File: src/sv/ppit_pkg.sv
// Shared types and constants for the point-in-polygon tester.
`default_nettype none
package ppit_pkg;

   localparam int COORD_BITS = 16;
   localparam int MAX_VERTS  = 64;
   localparam int CNT_BITS   = $clog2(MAX_VERTS + 1);
   localparam int DIFF_BITS  = COORD_BITS + 1;
   localparam int PROD_BITS  = 2 * DIFF_BITS;
   // edge unit: operand stage, product stage, parity update
   localparam int LAST_STEP  = MAX_VERTS + 2;
   localparam int STEP_BITS  = $clog2(LAST_STEP + 1);
   localparam int MIN_VERTS  = 3;

   localparam logic [1:0] CMD_CLEAR  = 2'd0;
   localparam logic [1:0] CMD_APPEND = 2'd1;
   localparam logic [1:0] CMD_TEST   = 2'd2;

   typedef logic signed [COORD_BITS-1:0] coord_type;

   typedef struct packed {
      logic signed [COORD_BITS-1:0] x;
      logic signed [COORD_BITS-1:0] y;
   } vertex_type;

   typedef struct packed {
      logic [1:0]                   command;
      logic signed [COORD_BITS-1:0] coord_x;
      logic signed [COORD_BITS-1:0] coord_y;
   } req_type;

   typedef struct packed {
      logic inside_res;
      logic polygon_valid;
   } rsp_type;

   typedef struct packed {
      logic clear;   // restart parity for a new test
      logic issue;   // an edge is presented this cycle
   } edge_ctl_type;

endpackage
`default_nettype wire

File: src/sv/ppit_edge.sv
// Pipelined edge crossing unit with even-odd parity accumulator.
`default_nettype none
module ppit_edge (
   input  wire logic                  clock,
   input  wire logic                  reset,
   input  wire ppit_pkg::edge_ctl_type ctl,
   input  wire ppit_pkg::vertex_type  vtx_a,
   input  wire ppit_pkg::vertex_type  vtx_b,
   input  wire ppit_pkg::vertex_type  point,
   output logic                       parity
);

   localparam int DB = ppit_pkg::DIFF_BITS;
   localparam int PB = ppit_pkg::PROD_BITS;

   // operand stage
   logic                 s1_valid_ff, s1_valid_in;
   logic signed [DB-1:0] dyp_ff, dyp_in;   // py - ay
   logic signed [DB-1:0] dxe_ff, dxe_in;   // bx - ax
   logic signed [DB-1:0] dxp_ff, dxp_in;   // px - ax
   logic signed [DB-1:0] dye_ff, dye_in;   // by - ay
   // product stage
   logic                 s2_valid_ff, s2_valid_in;
   logic                 dpos_ff, dpos_in;
   logic signed [PB-1:0] lhs_ff, lhs_in;
   logic signed [PB-1:0] rhs_ff, rhs_in;
   logic                 parity_ff, parity_in;

   logic straddle;
   logic hit;

   always_comb begin
      straddle = ((vtx_a.y < point.y) && (vtx_b.y >= point.y)) ||
                 ((vtx_b.y < point.y) && (vtx_a.y >= point.y));
      s1_valid_in = ctl.issue && straddle;
      dyp_in = DB'(point.y) - DB'(vtx_a.y);
      dxe_in = DB'(vtx_b.x) - DB'(vtx_a.x);
      dxp_in = DB'(point.x) - DB'(vtx_a.x);
      dye_in = DB'(vtx_b.y) - DB'(vtx_a.y);

      s2_valid_in = s1_valid_ff && !ctl.clear;
      dpos_in     = (dye_ff > 0);
      lhs_in      = PB'(dyp_ff) * PB'(dxe_ff);
      rhs_in      = PB'(dxp_ff) * PB'(dye_ff);

      // crossing x strictly left of the point, compared without division
      hit = dpos_ff ? (lhs_ff < rhs_ff) : (rhs_ff < lhs_ff);

      parity_in = parity_ff;
      if (ctl.clear) begin
         parity_in = 1'b0;
      end else if (s2_valid_ff && hit) begin
         parity_in = !parity_ff;
      end
   end

   always_ff @(posedge clock) begin
      if (reset) begin
         s1_valid_ff <= 1'b0;
         s2_valid_ff <= 1'b0;
         parity_ff   <= 1'b0;
      end else begin
         s1_valid_ff <= s1_valid_in && !ctl.clear;
         s2_valid_ff <= s2_valid_in;
         parity_ff   <= parity_in;
      end
      dyp_ff  <= dyp_in;
      dxe_ff  <= dxe_in;
      dxp_ff  <= dxp_in;
      dye_ff  <= dye_in;
      dpos_ff <= dpos_in;
      lhs_ff  <= lhs_in;
      rhs_ff  <= rhs_in;
   end

   assign parity = parity_ff;

endmodule
`default_nettype wire

File: config.mk
export PLATFORM = sky130hd
export DESIGN_NAME = ppit_edge
export DESIGN_NICKNAME = d
export VERILOG_FILES = /design/src/sv/ppit_pkg.sv /design/src/sv/ppit_edge.sv
export SDC_FILE = /design/constraint.sdc
export NUM_CORES = 2
export LEC_CHECK = 0
export BUFFER_PORTS_ARGS = -buffer_cell sky130_fd_sc_hd__buf_4
export CORE_MARGIN = 5
export CORE_UTILIZATION = 38
export DETAILED_ROUTE_END_ITERATION = 8
export GPL_TIMING_DRIVEN = 0
export PLACE_DENSITY_LB_ADDON = 0.08
export SLEW_MARGIN = 20
export SYNTH_ARGS = -nofsm -noshare
export SYNTH_HDL_FRONTEND = slang
export SYNTH_SLANG_ARGS = --single-unit
export TNS_END_PERCENT = 100
File: constraint.sdc
create_clock -name clock -period 7.5 [get_ports clock]
set_clock_uncertainty 0.05 [all_clocks]
set_input_delay 1.5 -clock clock [delete_from_list [all_inputs] [get_ports clock]]
set_output_delay 1.5 -clock clock [all_outputs]
set_load 0.01 [all_outputs]
==> results by group <==
Setup path
  • Slowest cell on crit path: dfxtp_1
  • Crit path kind: flop to flop
  • CP peak stage delay: just over 0.7 ns
  • Worst Path Required: ~7.8 ns
  • Worst Path Buf+Inv: 4
  • CP cell instances: clkbuf_1 -> nand2_1 -> fa_1 -> inv_1 -> fa_1 -> fa_1 -> fa_1 -> fa_1 -> inv_1 -> fa_1 -> inv_1 -> ha_1 -> a21oi_1 -> o21ai_1 -> or3_1 -> o22a_1 -> a31oi_1 -> a21oi_1 -> a41o_1 -> o21ba_1 -> xnor2_1
  • CP Capture Type: flop
  • WP data arrival: ~7.5 ns
  • Crit-path max FO: 10
  • Setup crit start kind: flop
  • Top Family by Delay on Critical Path: adder cells
  • Cell mode on critical path: fa_1

Layout
  • Fin nets: about 4200
  • Most frequent cells in the layout: inv_1 (711), fa_1 (595), nand2_1 (303), and2_1 (297), ha_1 (285)
  • Commonest non-fill, non-tap cell in the layout: inv_1
  • Fin area: about 0.031 mm²
  • Share of layout cells above drive strength 1: roughly 5.0%
  • Area Growth Syn to Fin: 8.95%

Die
  • Die width: 285 µm
  • Initial Utilization: between 30% and 40%
  • CORE AREA: around 0.075 mm²
  • Die Y: 285 µm
  • Num rows: 100
  • Die footprint: between 0.08 and 0.09 mm²
  • I/O pin total: 101

Placement
  • Placed inst area: 0.0306 mm²
  • Final weighted congestion in routability-driven placement: between 0.9 and 1
  • Post-DP HPWL: between 60000 and 70000 µm
  • Port Buffers: 100
  • DP Worst Slack: 0.112 ns

Global routing
  • Largest net degree at the start of global routing: 17
  • Vias in the first global route: between 20000 and 25000
  • Total congestion overflow: 0
  • First-pass GRT wire length: around 130000 µm
  • Initial antenna violation count: 15
  • Gr usage total: between 20% and 30%

Synthesis
  • Synth Flop Type: dfxtp_1
  • Register bit total from synthesis: 140
  • Post-synth top area cell: fa_1
  • Number of synthesized flops with an enable pin: 0
  • Syn nets: just over 4000
  • Seq/Total Area, Yosys: roughly a tenth
  • Top post-synthesis cells by area: fa_1 (42%), ha_1 (12%), dfxtp_1 (9.8%), inv_1 (9.3%), and2_1 (6.5%)
  • YS warnings: 0
  • Share of the synthesized area in the top cell type: between 40% and 50%
  • Synthesized netlist cell count: 3109
  • Synthesized cell area: between 0.02 and 0.03 mm²
  • Mean area per synthesized cell: 9.22 µm²
  • Ys async rst share: 0%
  • Synth unique cells: 66

Detailed routing
  • M1 wire length: around 36000 µm
  • Highest routed layer: met5
  • Routed length on met3: a little under 5000 µm
  • WL/cell: 18.8 µm
  • Final wirelength: between 70000 and 80000 µm
  • 1st-pass router iterations: 5
  • Remaining DRCs: 0
  • DR vias/cell: between 4 and 5
  • Antenna-violating nets left: 0
  • WL met2: 37000 µm
  • Via count: approximately 21000
  • Iteration-0 DRC Markers: a little over 900

STA
  • Fin crit share: a little over nine tenths
  • Final Hold Viols: 0
  • Max Fclk: about 0.14 GHz
  • Pin slew with the least headroom to its limit: between 0.8 and 0.9 ns
  • TNS Setup: 0 ns
  • Post-route minimum period: between 7 and 8 ns
  • Max_slew headroom: a little over two fifths
  • RSZ-0062 raised after global routing: false
  • Final setup viols: 0
  • Worst setup margin: 0.302 ns
  • Pins Over Slew Limit: 0

Clock tree
  • Clk Latency, worst-skew pair: around 0.43 ns
  • Max H-tree Level: 4
  • Clock-pin transition on the worst setup and hold timing paths: ~0.060 ns
  • Clock sink count: 140
  • Root buffer cell: clkbuf_16
  • Hold buffer count at cts: 0
  • TritonCTS clock tree: yes
  • TritonCTS buffer count: 17
  • CTS max path bufs: 2
  • Post-cts sizing count: 0
  • Setup repair bufs after CTS: 0

Min path
  • Worst hold path class: flop to flop

Job
  • Max cap viols: 0

Run status
  • Status: complete, no violations
-- worst paths after layout --
path / endpoint / depth (start not counted) / slack (ns) / startpoint
hold / removal: s2_valid_ff / 1 / 0.38 / s1_valid_ff
setup reg to reg: lhs_ff[33] / 21 / 0.30 / dyp_ff[4]
setup / recovery: lhs_ff[33] / 21 / 0.30 / dyp_ff[4]
hold reg to reg: s2_valid_ff / 1 / 0.38 / s1_valid_ff
-- synth_stat cells (4+ instances only) --
library cell / number
nor2_1: 127
dfxtp_1: 140
nand3_1: 21
a21o_1: 35
a211oi_1: 14
o22ai_1: 5
nand4_1: 18
o21ai_1: 10
o21a_1: 26
a31oi_1: 4
or3_1: 12
nor2b_1: 19
a2111oi_0: 7
fa_1: 596
nor3_1: 38
o21bai_1: 5
o21ai_0: 48
xnor2_1: 94
o31ai_1: 7
or2_2: 4
a21oi_1: 73
o2111ai_1: 5
nand2b_1: 23
xor2_1: 18
and2_1: 297
a21boi_0: 6
clkbuf_1: 77
and3_1: 15
ha_1: 285
nand2_1: 303
a41o_1: 4
o41ai_1: 6
inv_1: 711
o211ai_1: 8
nand3b_1: 4
o31a_1: 4
nor4_1: 5
-- cell families (layout without fill, tap and decap cells) --
| family | count (synthesis) | count (layout) | share of synthesized area [%] |
|---|---|---|---|
| AND/OR/NAND/NOR | 894 | 894 | 15.6 |
| adder cells (fa/ha/maj) | 881 | 881 | 54.0 |
| buffers and inverters | 790 | 915 | 10.3 |
| AO/OA/AOI/OAI | 290 | 290 | 6.78 |
| flip-flops | 140 | 140 | 9.77 |
| XOR/XNOR | 112 | 112 | 3.42 |
| multiplexers | 2 | 2 | 0.0698 |
| other | 0 | 9 | 0 |
-- metal layers --
metal / vias up / global-route usage (%)
li1: 9700 / -
met1: 10500 / 28.1
met2: 468 / 33.5
met3: 68 / 4.46
met4: 4 / 2.99
met5: - / 0
-- sequential cells by signal, indices dropped and copies added (netlist names), 17 cells and up --
name    cells
lhs_ff     34
rhs_ff     34
dxe_ff     17
dxp_ff     17
dye_ff     17
dyp_ff     17
-- area by class of cell --
type / instances / area (µm²)
clock inverter: 13 / 143
timing repair buffer: 100 / 751
clock buffer: 19 / 443
tap: 969 / 1210
multi-input combinational: 2179 / 22900
antenna: 9 / 22.5
fill: 7442 / 43500
sequential: 140 / 2810
inverter: 711 / 2670
buffer: 72 / 287
-- stage by stage --
stage / utilization [%] / hold WS (ns) / std cells
2_1_floorplan: - / 0.356 / 3109
3_3_place_gp: 41.0 / 0.371 / 4178
3_5_place_dp: 41.0 / 0.374 / 4178
4_1_cts: 41.8 / 0.388 / 4210
5_1_grt: 41.8 / 0.414 / 4203
6_report: 41.8 / 0.382 / 4212
Power is left out: the tool's default activity adds up to more than one toggle a clock period on the data nets, which glitch-free logic cannot reach.
